## src/rtl/core/cesm_pkg.sv

```systemverilog
`timescale 1ns / 1ps

package cesm_pkg;

   localparam logic [7:0] FRAME_OPEN  = 8'hFC;
   localparam logic [7:0] FRAME_CLOSE = 8'hFD;
   localparam logic [7:0] SPEED_LIMIT = 8'd150;

   localparam int CSR_ADDR_BITS = 5;
   localparam int CSR_DATA_BITS = 32;

   localparam logic [2:0] REG_BRAKE_TICKS   = 3'd0;
   localparam logic [2:0] REG_PAUSE_TICKS   = 3'd1;
   localparam logic [2:0] REG_REVERSE_TICKS = 3'd2;
   localparam logic [2:0] REG_TURN_TICKS    = 3'd3;
   localparam logic [2:0] REG_POLL_TICKS    = 3'd4;
   localparam logic [2:0] REG_CRUISE_SPEED  = 3'd5;
   localparam logic [2:0] REG_TURN_SPEED    = 3'd6;
   localparam logic [2:0] REG_BRAKE_SPEED   = 3'd7;

   localparam logic [15:0] BRAKE_TICKS_RST   = 16'd100;
   localparam logic [15:0] PAUSE_TICKS_RST   = 16'd100;
   localparam logic [15:0] REVERSE_TICKS_RST = 16'd400;
   localparam logic [15:0] TURN_TICKS_RST    = 16'd900;
   localparam logic [15:0] POLL_TICKS_RST    = 16'd20;
   localparam logic [7:0]  CRUISE_SPEED_RST  = 8'd50;
   localparam logic [7:0]  TURN_SPEED_RST    = 8'd60;
   localparam logic [7:0]  BRAKE_SPEED_RST   = 8'd80;

   typedef struct packed {
      logic cliff_left;
      logic cliff_right;
   } cesm_req_type;

   typedef struct packed {
      logic [7:0] frame_byte;
      logic       frame_last;
   } cesm_rsp_type;

   typedef struct packed {
      logic [15:0] brake_ticks;
      logic [15:0] pause_ticks;
      logic [15:0] reverse_ticks;
      logic [15:0] turn_ticks;
      logic [15:0] poll_ticks;
      logic [7:0]  cruise_speed;
      logic [7:0]  turn_speed;
      logic [7:0]  brake_speed;
   } cesm_cfg_type;

   typedef struct packed {
      logic       dir_a;
      logic [7:0] speed_a;
      logic       dir_b;
      logic [7:0] speed_b;
   } cesm_cmd_type;

   function automatic logic [7:0] clamp_speed(input logic [7:0] s);
      return (s > SPEED_LIMIT) ? SPEED_LIMIT : s;
   endfunction

   // a wheel only reports backward when it actually moves
   function automatic cesm_cmd_type make_cmd(input logic back_a, input logic [7:0] sp_a,
                                             input logic back_b, input logic [7:0] sp_b);
      cesm_cmd_type c;
      c.dir_a   = back_a && (sp_a != 8'd0);
      c.speed_a = clamp_speed(sp_a);
      c.dir_b   = back_b && (sp_b != 8'd0);
      c.speed_b = clamp_speed(sp_b);
      return c;
   endfunction

endpackage

```

## src/rtl/core/cesm_front.sv

```systemverilog
`timescale 1ns / 1ps

module cesm_front #(
   parameter int TICK_COUNT_BITS = 16
) (
   input  logic                   clock,
   input  logic                   reset,
   input  logic                   tick_take,
   input  cesm_pkg::cesm_req_type tick,
   input  cesm_pkg::cesm_cfg_type cfg,
   output logic                   cmd_push,
   output cesm_pkg::cesm_cmd_type cmd
);

   typedef enum logic [5:0] {
      PH_SAMPLE  = 6'b000001,
      PH_BRAKE   = 6'b000010,
      PH_PAUSE   = 6'b000100,
      PH_REVERSE = 6'b001000,
      PH_TURN    = 6'b010000,
      PH_POLL    = 6'b100000
   } phase_type;

   localparam logic [32:0] COUNT_MAX = (33'(1) << TICK_COUNT_BITS) - 33'(1);

   function automatic logic [TICK_COUNT_BITS-1:0] load_count(input logic [15:0] v);
      logic [32:0] c;
      c = {17'd0, v};
      if (c == 33'd0) c = 33'd1;
      if (c > COUNT_MAX) c = COUNT_MAX;
      return c[TICK_COUNT_BITS-1:0];
   endfunction

   phase_type                  phase_ff, phase_in;
   logic [TICK_COUNT_BITS-1:0] countdown_ff, countdown_in;
   logic                       side_ff, side_in;
   logic                       do_sample;

   always_comb begin
      phase_in     = phase_ff;
      countdown_in = countdown_ff;
      side_in      = side_ff;
      cmd_push     = 1'b0;
      cmd          = '0;
      do_sample    = 1'b0;
      if (tick_take) begin
         unique case (phase_ff) inside
            PH_BRAKE, PH_PAUSE, PH_REVERSE, PH_TURN, PH_POLL: begin
               if (countdown_ff > TICK_COUNT_BITS'(1)) begin
                  countdown_in = countdown_ff - TICK_COUNT_BITS'(1);
               end else begin
                  unique case (phase_ff)
                     PH_BRAKE: begin
                        phase_in     = PH_PAUSE;
                        countdown_in = load_count(cfg.pause_ticks);
                        cmd_push     = 1'b1;
                        cmd          = cesm_pkg::make_cmd(1'b0, 8'd0, 1'b0, 8'd0);
                     end
                     PH_PAUSE: begin
                        phase_in     = PH_REVERSE;
                        countdown_in = load_count(cfg.reverse_ticks);
                        cmd_push     = 1'b1;
                        cmd          = cesm_pkg::make_cmd(1'b1, cfg.cruise_speed,
                                                          1'b1, cfg.cruise_speed);
                     end
                     PH_REVERSE: begin
                        phase_in     = PH_TURN;
                        countdown_in = load_count(cfg.turn_ticks);
                        cmd_push     = 1'b1;
                        cmd          = cesm_pkg::make_cmd(side_ff, cfg.turn_speed,
                                                          !side_ff, cfg.turn_speed);
                     end
                     PH_TURN: begin
                        phase_in     = PH_POLL;
                        countdown_in = load_count(cfg.poll_ticks);
                     end
                     default: begin
                        do_sample = 1'b1;
                     end
                  endcase
               end
            end
            default: begin
               do_sample = 1'b1;
            end
         endcase

         if (do_sample) begin
            cmd_push = 1'b1;
            if (tick.cliff_left || tick.cliff_right) begin
               side_in      = !tick.cliff_left;
               phase_in     = PH_BRAKE;
               countdown_in = load_count(cfg.brake_ticks);
               cmd          = cesm_pkg::make_cmd(1'b1, cfg.brake_speed,
                                                 1'b1, cfg.brake_speed);
            end else begin
               phase_in     = PH_POLL;
               countdown_in = load_count(cfg.poll_ticks);
               cmd          = cesm_pkg::make_cmd(1'b0, cfg.cruise_speed,
                                                 1'b0, cfg.cruise_speed);
            end
         end
      end
   end

   always_ff @(posedge clock) begin
      if (reset) begin
         phase_ff     <= PH_SAMPLE;
         countdown_ff <= '0;
         side_ff      <= 1'b0;
      end else begin
         phase_ff     <= phase_in;
         countdown_ff <= countdown_in;
         side_ff      <= side_in;
      end
   end

endmodule

```

## src/rtl/core/cesm_fifo.sv

```systemverilog
`timescale 1ns / 1ps

module cesm_fifo (
   input  logic                   clock,
   input  logic                   reset,
   input  logic                   push,
   input  cesm_pkg::cesm_cmd_type push_data,
   input  logic                   pop,
   output cesm_pkg::cesm_cmd_type pop_data,
   output logic                   full,
   output logic                   not_empty
);

   cesm_pkg::cesm_cmd_type mem [2];
   logic       wr_ptr_ff, wr_ptr_in;
   logic       rd_ptr_ff, rd_ptr_in;
   logic [1:0] count_ff, count_in;
   logic       do_push, do_pop;

   assign full      = (count_ff == 2'd2);
   assign not_empty = (count_ff != 2'd0);
   assign do_push   = push && !full;
   assign do_pop    = pop && not_empty;
   assign pop_data  = mem[rd_ptr_ff];

   always_comb begin
      wr_ptr_in = wr_ptr_ff ^ do_push;
      rd_ptr_in = rd_ptr_ff ^ do_pop;
      count_in  = count_ff + {1'b0, do_push} - {1'b0, do_pop};
   end

   always_ff @(posedge clock) begin
      if (do_push) begin
         mem[wr_ptr_ff] <= push_data;
      end
   end

   always_ff @(posedge clock) begin
      if (reset) begin
         wr_ptr_ff <= 1'b0;
         rd_ptr_ff <= 1'b0;
         count_ff  <= 2'd0;
      end else begin
         wr_ptr_ff <= wr_ptr_in;
         rd_ptr_ff <= rd_ptr_in;
         count_ff  <= count_in;
      end
   end

endmodule

```

## src/rtl/core/cesm_back.sv

```systemverilog
`timescale 1ns / 1ps

module cesm_back (
   input  logic                   clock,
   input  logic                   reset,
   input  logic                   cmd_avail,
   input  cesm_pkg::cesm_cmd_type cmd_data,
   output logic                   cmd_pop,
   output logic                   rsp_valid,
   input  logic                   rsp_ready,
   output cesm_pkg::cesm_rsp_type rsp_data
);

   localparam logic [2:0] SLOT_OPEN    = 3'd0;
   localparam logic [2:0] SLOT_DIR_A   = 3'd1;
   localparam logic [2:0] SLOT_SPEED_A = 3'd2;
   localparam logic [2:0] SLOT_DIR_B   = 3'd3;
   localparam logic [2:0] SLOT_SPEED_B = 3'd4;
   localparam logic [2:0] SLOT_CLOSE   = 3'd5;

   cesm_pkg::cesm_cmd_type cur_ff, cur_in;
   logic                   busy_ff, busy_in;
   logic [2:0]             slot_ff, slot_in;
   logic                   out_valid_ff, out_valid_in;
   cesm_pkg::cesm_rsp_type out_ff, out_in;
   logic                   advance;
   logic [7:0]             byte_sel;

   assign advance   = !out_valid_ff || rsp_ready;
   assign rsp_valid = out_valid_ff;
   assign rsp_data  = out_ff;

   always_comb begin
      case (slot_ff)
         SLOT_OPEN:    byte_sel = cesm_pkg::FRAME_OPEN;
         SLOT_DIR_A:   byte_sel = {7'd0, cur_ff.dir_a};
         SLOT_SPEED_A: byte_sel = cur_ff.speed_a;
         SLOT_DIR_B:   byte_sel = {7'd0, cur_ff.dir_b};
         SLOT_SPEED_B: byte_sel = cur_ff.speed_b;
         default:      byte_sel = cesm_pkg::FRAME_CLOSE;
      endcase
   end

   always_comb begin
      cur_in       = cur_ff;
      busy_in      = busy_ff;
      slot_in      = slot_ff;
      out_valid_in = out_valid_ff;
      out_in       = out_ff;
      cmd_pop      = 1'b0;
      if (advance) begin
         out_valid_in = busy_ff;
         if (busy_ff) begin
            out_in.frame_byte = byte_sel;
            out_in.frame_last = (slot_ff == SLOT_CLOSE);
            slot_in           = slot_ff + 3'd1;
            if (slot_ff == SLOT_CLOSE) begin
               busy_in = 1'b0;
            end
         end
      end
      // refill the frame register as soon as the current frame is out
      if (!busy_in && cmd_avail) begin
         cmd_pop = 1'b1;
         cur_in  = cmd_data;
         busy_in = 1'b1;
         slot_in = SLOT_OPEN;
      end
   end

   always_ff @(posedge clock) begin
      cur_ff <= cur_in;
      out_ff <= out_in;
   end

   always_ff @(posedge clock) begin
      if (reset) begin
         busy_ff      <= 1'b0;
         slot_ff      <= SLOT_OPEN;
         out_valid_ff <= 1'b0;
      end else begin
         busy_ff      <= busy_in;
         slot_ff      <= slot_in;
         out_valid_ff <= out_valid_in;
      end
   end

endmodule

```

## src/rtl/core/cliff_escape_motor_sequencer_top.sv

```systemverilog
`timescale 1ns / 1ps

// Cliff escape motor sequencer. Each req transaction is one timer tick with the
// left and right cliff levels; ticks that start or end a phase, except the end of
// the turn phase, produce one motor command frame of six rsp transactions (0xFC,
// dir A, speed A, dir B, speed B, 0xFD, frame_last on the last byte). A tick is
// taken while req_ready is high; the front sequencer feeds a two-entry queue and
// the frame serializer drains one byte per cycle while rsp_ready is high; req_ready
// drops only while the queue holds two unsent frames. Phase durations and speeds
// live in the csr registers at byte address 4*index; write them while idle.

module cliff_escape_motor_sequencer_top #(
   parameter int TICK_COUNT_BITS = 16
) (
   input  logic                                  clock,
   input  logic                                  reset,
   input  logic                                  req_valid,
   output logic                                  req_ready,
   input  cesm_pkg::cesm_req_type                req_data,
   output logic                                  rsp_valid,
   input  logic                                  rsp_ready,
   output cesm_pkg::cesm_rsp_type                rsp_data,
   input  logic                                  csr_psel,
   input  logic                                  csr_penable,
   input  logic                                  csr_pwrite,
   input  logic [cesm_pkg::CSR_ADDR_BITS-1:0]    csr_paddr,
   input  logic [cesm_pkg::CSR_DATA_BITS-1:0]    csr_pwdata,
   output logic [cesm_pkg::CSR_DATA_BITS-1:0]    csr_prdata,
   output logic                                  csr_pready
);

   cesm_pkg::cesm_cfg_type cfg_ff, cfg_in;
   logic [2:0]             reg_idx;
   logic                   csr_wr;
   logic                   tick_take;
   logic                   cmd_push;
   cesm_pkg::cesm_cmd_type cmd_front;
   cesm_pkg::cesm_cmd_type cmd_back;
   logic                   q_full;
   logic                   q_avail;
   logic                   q_pop;

   assign csr_pready = 1'b1;
   assign reg_idx    = csr_paddr[cesm_pkg::CSR_ADDR_BITS-1:2];
   assign csr_wr     = csr_psel && csr_penable && csr_pwrite && csr_pready;

   always_comb begin
      cfg_in = cfg_ff;
      if (csr_wr) begin
         unique case (reg_idx)
            cesm_pkg::REG_BRAKE_TICKS:   cfg_in.brake_ticks   = csr_pwdata[15:0];
            cesm_pkg::REG_PAUSE_TICKS:   cfg_in.pause_ticks   = csr_pwdata[15:0];
            cesm_pkg::REG_REVERSE_TICKS: cfg_in.reverse_ticks = csr_pwdata[15:0];
            cesm_pkg::REG_TURN_TICKS:    cfg_in.turn_ticks    = csr_pwdata[15:0];
            cesm_pkg::REG_POLL_TICKS:    cfg_in.poll_ticks    = csr_pwdata[15:0];
            cesm_pkg::REG_CRUISE_SPEED:  cfg_in.cruise_speed  = csr_pwdata[7:0];
            cesm_pkg::REG_TURN_SPEED:    cfg_in.turn_speed    = csr_pwdata[7:0];
            cesm_pkg::REG_BRAKE_SPEED:   cfg_in.brake_speed   = csr_pwdata[7:0];
            default: ;
         endcase
      end
   end

   always_comb begin
      unique case (reg_idx)
         cesm_pkg::REG_BRAKE_TICKS:   csr_prdata = {16'd0, cfg_ff.brake_ticks};
         cesm_pkg::REG_PAUSE_TICKS:   csr_prdata = {16'd0, cfg_ff.pause_ticks};
         cesm_pkg::REG_REVERSE_TICKS: csr_prdata = {16'd0, cfg_ff.reverse_ticks};
         cesm_pkg::REG_TURN_TICKS:    csr_prdata = {16'd0, cfg_ff.turn_ticks};
         cesm_pkg::REG_POLL_TICKS:    csr_prdata = {16'd0, cfg_ff.poll_ticks};
         cesm_pkg::REG_CRUISE_SPEED:  csr_prdata = {24'd0, cfg_ff.cruise_speed};
         cesm_pkg::REG_TURN_SPEED:    csr_prdata = {24'd0, cfg_ff.turn_speed};
         default:                     csr_prdata = {24'd0, cfg_ff.brake_speed};
      endcase
   end

   always_ff @(posedge clock) begin
      if (reset) begin
         cfg_ff.brake_ticks   <= cesm_pkg::BRAKE_TICKS_RST;
         cfg_ff.pause_ticks   <= cesm_pkg::PAUSE_TICKS_RST;
         cfg_ff.reverse_ticks <= cesm_pkg::REVERSE_TICKS_RST;
         cfg_ff.turn_ticks    <= cesm_pkg::TURN_TICKS_RST;
         cfg_ff.poll_ticks    <= cesm_pkg::POLL_TICKS_RST;
         cfg_ff.cruise_speed  <= cesm_pkg::CRUISE_SPEED_RST;
         cfg_ff.turn_speed    <= cesm_pkg::TURN_SPEED_RST;
         cfg_ff.brake_speed   <= cesm_pkg::BRAKE_SPEED_RST;
      end else begin
         cfg_ff <= cfg_in;
      end
   end

   assign req_ready = !q_full;
   assign tick_take = req_valid && req_ready;

   cesm_front #(
      .TICK_COUNT_BITS (TICK_COUNT_BITS)
   ) u_front (
      .clock     (clock),
      .reset     (reset),
      .tick_take (tick_take),
      .tick      (req_data),
      .cfg       (cfg_ff),
      .cmd_push  (cmd_push),
      .cmd       (cmd_front)
   );

   cesm_fifo u_fifo (
      .clock     (clock),
      .reset     (reset),
      .push      (cmd_push),
      .push_data (cmd_front),
      .pop       (q_pop),
      .pop_data  (cmd_back),
      .full      (q_full),
      .not_empty (q_avail)
   );

   cesm_back u_back (
      .clock     (clock),
      .reset     (reset),
      .cmd_avail (q_avail),
      .cmd_data  (cmd_back),
      .cmd_pop   (q_pop),
      .rsp_valid (rsp_valid),
      .rsp_ready (rsp_ready),
      .rsp_data  (rsp_data)
   );

endmodule

```

## config.mk

```make
export PLATFORM = sky130hd
export DESIGN_NAME = cliff_escape_motor_sequencer_top
export DESIGN_NICKNAME = d
export VERILOG_FILES = /design/src/rtl/core/cesm_pkg.sv /design/src/rtl/core/cesm_front.sv /design/src/rtl/core/cesm_fifo.sv /design/src/rtl/core/cesm_back.sv /design/src/rtl/core/cliff_escape_motor_sequencer_top.sv
export SDC_FILE = /design/constraint.sdc
export NUM_CORES = 1
export LEC_CHECK = 0
export BUFFER_PORTS_ARGS = -buffer_cell sky130_fd_sc_hd__buf_4
export CAP_MARGIN = 10
export CORE_MARGIN = 4
export CORE_UTILIZATION = 35
export DETAILED_ROUTE_END_ITERATION = 10
export SLEW_MARGIN = 15
export SYNTH_ARGS = -nofsm -noshare
export SYNTH_HDL_FRONTEND = slang
export SYNTH_HIERARCHICAL = 1
export SYNTH_SLANG_ARGS = --single-unit
export TNS_END_PERCENT = 50
```

## constraint.sdc

```tcl
create_clock -name clock -period 3.64 [get_ports clock]
set_input_delay 0.364 -clock clock [delete_from_list [all_inputs] [get_ports clock]]
set_output_delay 0.364 -clock clock [all_outputs]
set_load 0.05 [all_outputs]
```

# After elaboration in Yosys (flattened, before gate mapping)
# Memories as Yosys holds them, arrays and structs flattened. A register that Yosys moved wholly into a read port is not among the register bits.
# Cells that the tools add are included.
[totals] ff_bits=145 ram_bits=36 inputBits=46 wordCells=170 n_memories=1
[mem_list] memory="u_fifo.mem" depth=2 word_bits=18 rd=1 rd_ports_with_merged_regs=1 write_ports=1 line_no="cesm_fifo.sv:14" text="cesm_pkg::cesm_cmd_type mem [2];"
[op_classes] n_addsub=4 magnitude_cmp=10 n_eq_ne=19 mux=70 bitwise_logic=2 n_reduce_logical=45
[ops] op="$mux 33" count=22
[ops] op="$mux 16" count=15
[ops] op="$gt 33x16->1 const B" count=6
[ops] op="$pmux 16 s7" count=1
[ops] op="$mux 18" count=5
[ops] op="$logic_not 16->1" count=5
[ops] op="$pmux 16 s4" count=1
[ops] op="$pmux 8 s5" count=1
[ops] op="$pmux 18 s2" count=1
[ops] op="$gt 8x8->1 const B" count=3
[ops] op="$mux 6" count=4
[ops] op="$mux 8" count=3
[ops] op="$pmux 6 s4" count=1
[ops] op="$reduce_bool 8->1" count=3
[ops] op="$eq 3x3->1 const B" count=6
[ops] op="$reduce_and 2->1" count=9
[ops] op="$gt 16x1->1 const B" count=1
[ops] op="$mux 1" count=16
[ops] op="$sub 16x1->16 const B" count=1
[ops] op="$eq 3x2->1 const B" count=4
[ops] op="$logic_and 1x1->1" count=8
[ops] op="$eq 3x1->1 const B" count=2
[ops] op="$eq 6x2->1 const B" count=1
[ops] op="$eq 6x3->1 const B" count=1
[ops] op="other kinds (21)" count=30

# Depth between registers and ports, before layout
[logic_depth] word_depth=12 depth_mapped=15

# Cells and area by module
# Netlist, hierarchy kept.
[by_module_without_submodules] mod="cliff_escape_motor_sequencer_top" instances=1 cells_each=554 area_each_um2=5107.4 seq_area_each_um2=2082.0
[by_module_without_submodules] mod="cesm_front" instances=1 cells_each=385 area_each_um2=2902.8 seq_area_each_um2=460.4
[by_module_without_submodules] mod="cesm_fifo" instances=1 cells_each=79 area_each_um2=1526.5 seq_area_each_um2=1161.1
[by_module_without_submodules] mod="cesm_back" instances=1 cells_each=88 area_each_um2=1256.2 seq_area_each_um2=910.9

# Worst setup path after synthesis
# Ideal clock, no wire load.
[synth_timing] kind="reg-to-reg" startpoint="reg u_front.phase_ff[1]" endpoint="mem u_fifo/mem[1][0] (netlist name) (enable)" arrival_time_ns=2.362 t_required_ns=3.264 path_slack_ns=0.902 path_stages_with_launch=10 path_cell_list="dfxtp_1 -> buf_2 -> xor2_1 -> o211a_1 -> a221oi_2 -> o21ai_2 -> buf_2 -> a21oi_1 -> and2_1 -> ha_1"
[synth_between] elab_chain_cells=11 word_cells_on_any_way=20 classes_between="eq/ne (5); mux (11); reduce/logical (4)"
[synth_lines] item="from (decl)" line_no="cesm_front.sv:34" text="phase_type phase_ff, phase_in;"
[synth_lines] item="from (signal assigned)" line_no="cesm_front.sv:112" text="phase_ff <= phase_in;"
[synth_lines] item="$eq 6x5->1, or another cell as far along" line_no="cesm_front.sv:52" text="unique case (phase_ff)"
[synth_lines] item="$reduce_or 4->1 (no source line)"
[synth_lines] item="$mux 1" line_no="cesm_front.sv:52"
[synth_lines] item="$mux 1" line_no="cesm_front.sv:49" text="if (countdown_ff > TICK_COUNT_BITS'(1)) begin"
[synth_lines] item="$mux 1" line_no="cesm_front.sv:47" text="unique case (phase_ff) inside"
[synth_lines] item="$mux 1" line_no="cesm_front.sv:46" text="if (tick_take) begin"
[synth_lines] item="$mux 1 *" line_no="cesm_front.sv:88" text="if (do_sample) begin"
[synth_lines] item="$mux 1 *" line_no="cesm_front.sv:46"
[synth_lines] item="named net cmd_push" line_no="cliff_escape_motor_sequencer_top.sv:36" text="logic cmd_push;"
[synth_lines] item="$logic_and 1x1->1 *" line_no="cesm_fifo.sv:22" text="assign do_push = push && !full;"
[synth_lines] item="$mux 1 *" line_no="cesm_fifo.sv:33" text="if (do_push) begin"
[synth_lines] item="$mux 1 (not written as such) *" line_no="cesm_fifo.sv:34" text="mem[wr_ptr_ff] <= push_data;"
[synth_lines] item="to (decl)" line_no="cesm_fifo.sv:14"
# Mark *: on every way through the listed nets, which the timed path passes. The rest lies on a longest branch. The select of a mux whose other input is x is not followed.

==> reports/results.ini <==
[outcome]
status=completed

[sta]
fmax_mhz=348
tightest_slew_ps=1060
fin_ws_ps=765
slew_headroom_pct=29.2
drv_slew=0
tns_ps=0
hold_viol=0
rsz0062_at_grt=false
period_needed_ps=2880
finalCritPeriodShare_pct=79.0
finalClockSkew_ps=12.6
setup_violations=0

[global_route]
grt_pass1_vias=8548
antenna_found_initial=0
grt_max_degree=149
grt_use_total_pct=17.8
grt_pass1_wl_um=48100
grt-ovfl-total=0

[final_layout]
register_area_mm2=0.00461
area_delta_synth_final_pct=10.4
postLayoutCellArea_mm2=0.0119
drive_gt1_share_pct=15.4
final_cell_mix=136 x dfxtp_1, 87 x a21oi_1, 75 x buf_4
layout.cells.non_filler=1518
multi_input_area_mm2=0.00553
diodes=0
fillCellCount=3008
finalNetCount=1166
layout_commonest_cell=dfxtp_1

[worst_setup_path]
end_kind=flip-flop
cp.required_ps=3840
crit_fanout=15
start_kind=flip-flop
critical_path.max_stage_delay_ps=680
reg2reg_depth=8
reg2reg_to=u_fifo/mem[1][3]
critPathMostFrequentCell=buf_4
path_buf_inv=2
rrSetupSlack_ps=760
r2r-start=u_front/phase_ff[1]
crit_family=simple AND/OR/NAND/NOR gates
critPathSlowestCell=a21oi_1
worst-setup-path-type=reg -> reg
crit_path_cell_trace=nor4_4, buf_4, and2_0, a221oi_2, a21oi_1, buf_4, a221oi_1, nor3_1
arrival_ps=3070

[place]
dpl_cell_area_mm2=0.0113
place_hpwl_um=21500
io_buffers=54
gp_congestion=0.871
dp_cells=1486
dp_slack_ps=829

[route]
ant_nets=0
via_per_inst=5.79
wl_um=30300
drt_first_pass_iters=8
drc_errors=0
drtIter0Drc=972
vias=8789
wl_per_cell_um=19.9

[logic_synthesis]
ys_seq_elements=199
yosysWarnings=6
yosysUniqueCellTypes=85
synthCells=1106
synth_ff_type=dfxtp_1
synthTopCellsByArea=dfxtp_1 25%, edfxtp_1 18%, mux2i_1 6.4%
syn_area_per_cell_um2=9.76
yosysSeqAreaShare_pct=42.8
netlist.area_leader.share_pct=25.2
synthesis.area_mm2=0.0108
yosysTopAreaCell=dfxtp_1
async_flop_share_pct=0
synth_edf_count=63

[clock_network]
path_clk_slew_ps=80
clk_latency_ps=450
numClockSinks=199
cts.htree.levels=4
cts_buffers=17
postCtsHoldBufs=0
clk_path_buf_depth=2
cts_resized=0
cts.repair_timing.setup_buffer_count=0
cts_tree=built
ctsRootBufferMaster=clkbuf_16

[floorplan]
std_cell_rows=64
dieArea_mm2=0.0337
ioPinCount=90
start_util_pct=35.4
coreArea_mm2=0.0305
die_h_um=184
die_width_um=184

[min_path]
worstHoldPathType=in -> reg
hold_path_end=u_front/side_ff
hold_start=req_data[1]
hold_depth=2

[run]
maxCapViolCount=0

[power_and_ir_drop]
ir_drop_v=0.000373
power_density_mw_per_mm2=533
leakagePower_uw=0.00447

-- registers in the layout, indices dropped and copies added, names as in the netlist, 2 cells and up --
register              flops
u_fifo/count_ff           2
u_front/countdown_ff     16
u_fifo/mem               36
u_back/rsp_data           9
u_back/cur_ff            18
cfg_ff                  104
u_front/phase_ff          6
u_back/slot_ff            3
-- Yosys cell counts (8+ instances only) --
master,n
nand3_1,51
a22o_1,18
a311oi_1,8
nor4_1,26
a211oi_1,9
clkbuf_1,32
a221oi_1,24
a222oi_1,13
nor3_1,34
dfxtp_1,136
a211o_1,13
mux2i_1,69
nor2b_1,17
edfxtp_1,63
buf_6,9
ha_1,11
mux2_2,29
a21oi_1,87
nor2_1,71
buf_4,36
buf_2,24
inv_1,18
nand2b_1,58
o21ai_0,71
nand2_1,29
mux4_2,8
-- cells by family (layout without fill, tap and decap cells) --
| kind of cell | Yosys count | after routing | synth area share [%] |
|---|---|---|---|
| other cells | 2 | 17 | 0.0696 |
| mux | 106 | 106 | 11.1 |
| xor+xnor | 10 | 10 | 0.939 |
| compound gates | 307 | 307 | 19.6 |
| buf+inv | 125 | 126 | 6.53 |
| simple gates | 346 | 346 | 17.8 |
| flops | 199 | 199 | 42.8 |
| fa+ha+maj | 11 | 11 | 1.28 |
-- power breakdown --
group	internal (uW)	switching [uW]
Clock	977	973
Combinational	566	992
Sequential	2690	155
Total	4230	2120
-- final cells by class --
| type | instances | share of cell area [%] |
|---|---|---|
| Sequential cell | 199 | 38.7 |
| Clock buffer | 18 | 3.78 |
| Multi-Input combinational cell | 797 | 46.4 |
| Timing Repair Buffer | 76 | 4.89 |
| Tap cell | 396 | 4.16 |
| Clock inverter | 14 | 1.41 |
| Inverter | 18 | 0.567 |
-- through the flow --
| stage | util (%) | power [uW] | hold WS (ps) |
|---|---|---|---|
| 2_1_floorplan | - | 4100 | 431 |
| 3_3_place_gp | 37.0 | 4430 | 492 |
| 3_5_place_dp | 37.0 | 4450 | 499 |
| 4_1_cts | 39.0 | 6400 | 141 |
| 5_1_grt | 39.0 | 6680 | 157 |
| 6_report | 39.0 | 6350 | 159 |
-- worst max path at each step --
stage | start | end | cells past startpoint | slack, ps
finish | u_front/phase_ff[1] | u_fifo/mem[1][3] | 8 | 760
global route | u_front/phase_ff[1] | u_fifo/mem[1][4] | 7 | 490
CTS | u_front/phase_ff[1] | u_fifo/count_ff[1] | 12 | 780
detailed placement | u_front/phase_ff[1] | u_fifo/mem[1][12] | 8 | 830
global placement | u_front/phase_ff[1] | u_fifo/count_ff[1] | 12 | 870
floorplan | u_front/phase_ff[1] | u_fifo/mem[1][0] | 9 | 900
-- routing by layer --
layer / track usage, % / part of all wire, %
met2: 27.6 / 45
met3: 3.56 / 8.1
met4: 5.07 / 2.0
met5: 0 / 0
met1: 25.3 / 45
Power figures use the tool's default switching activity.
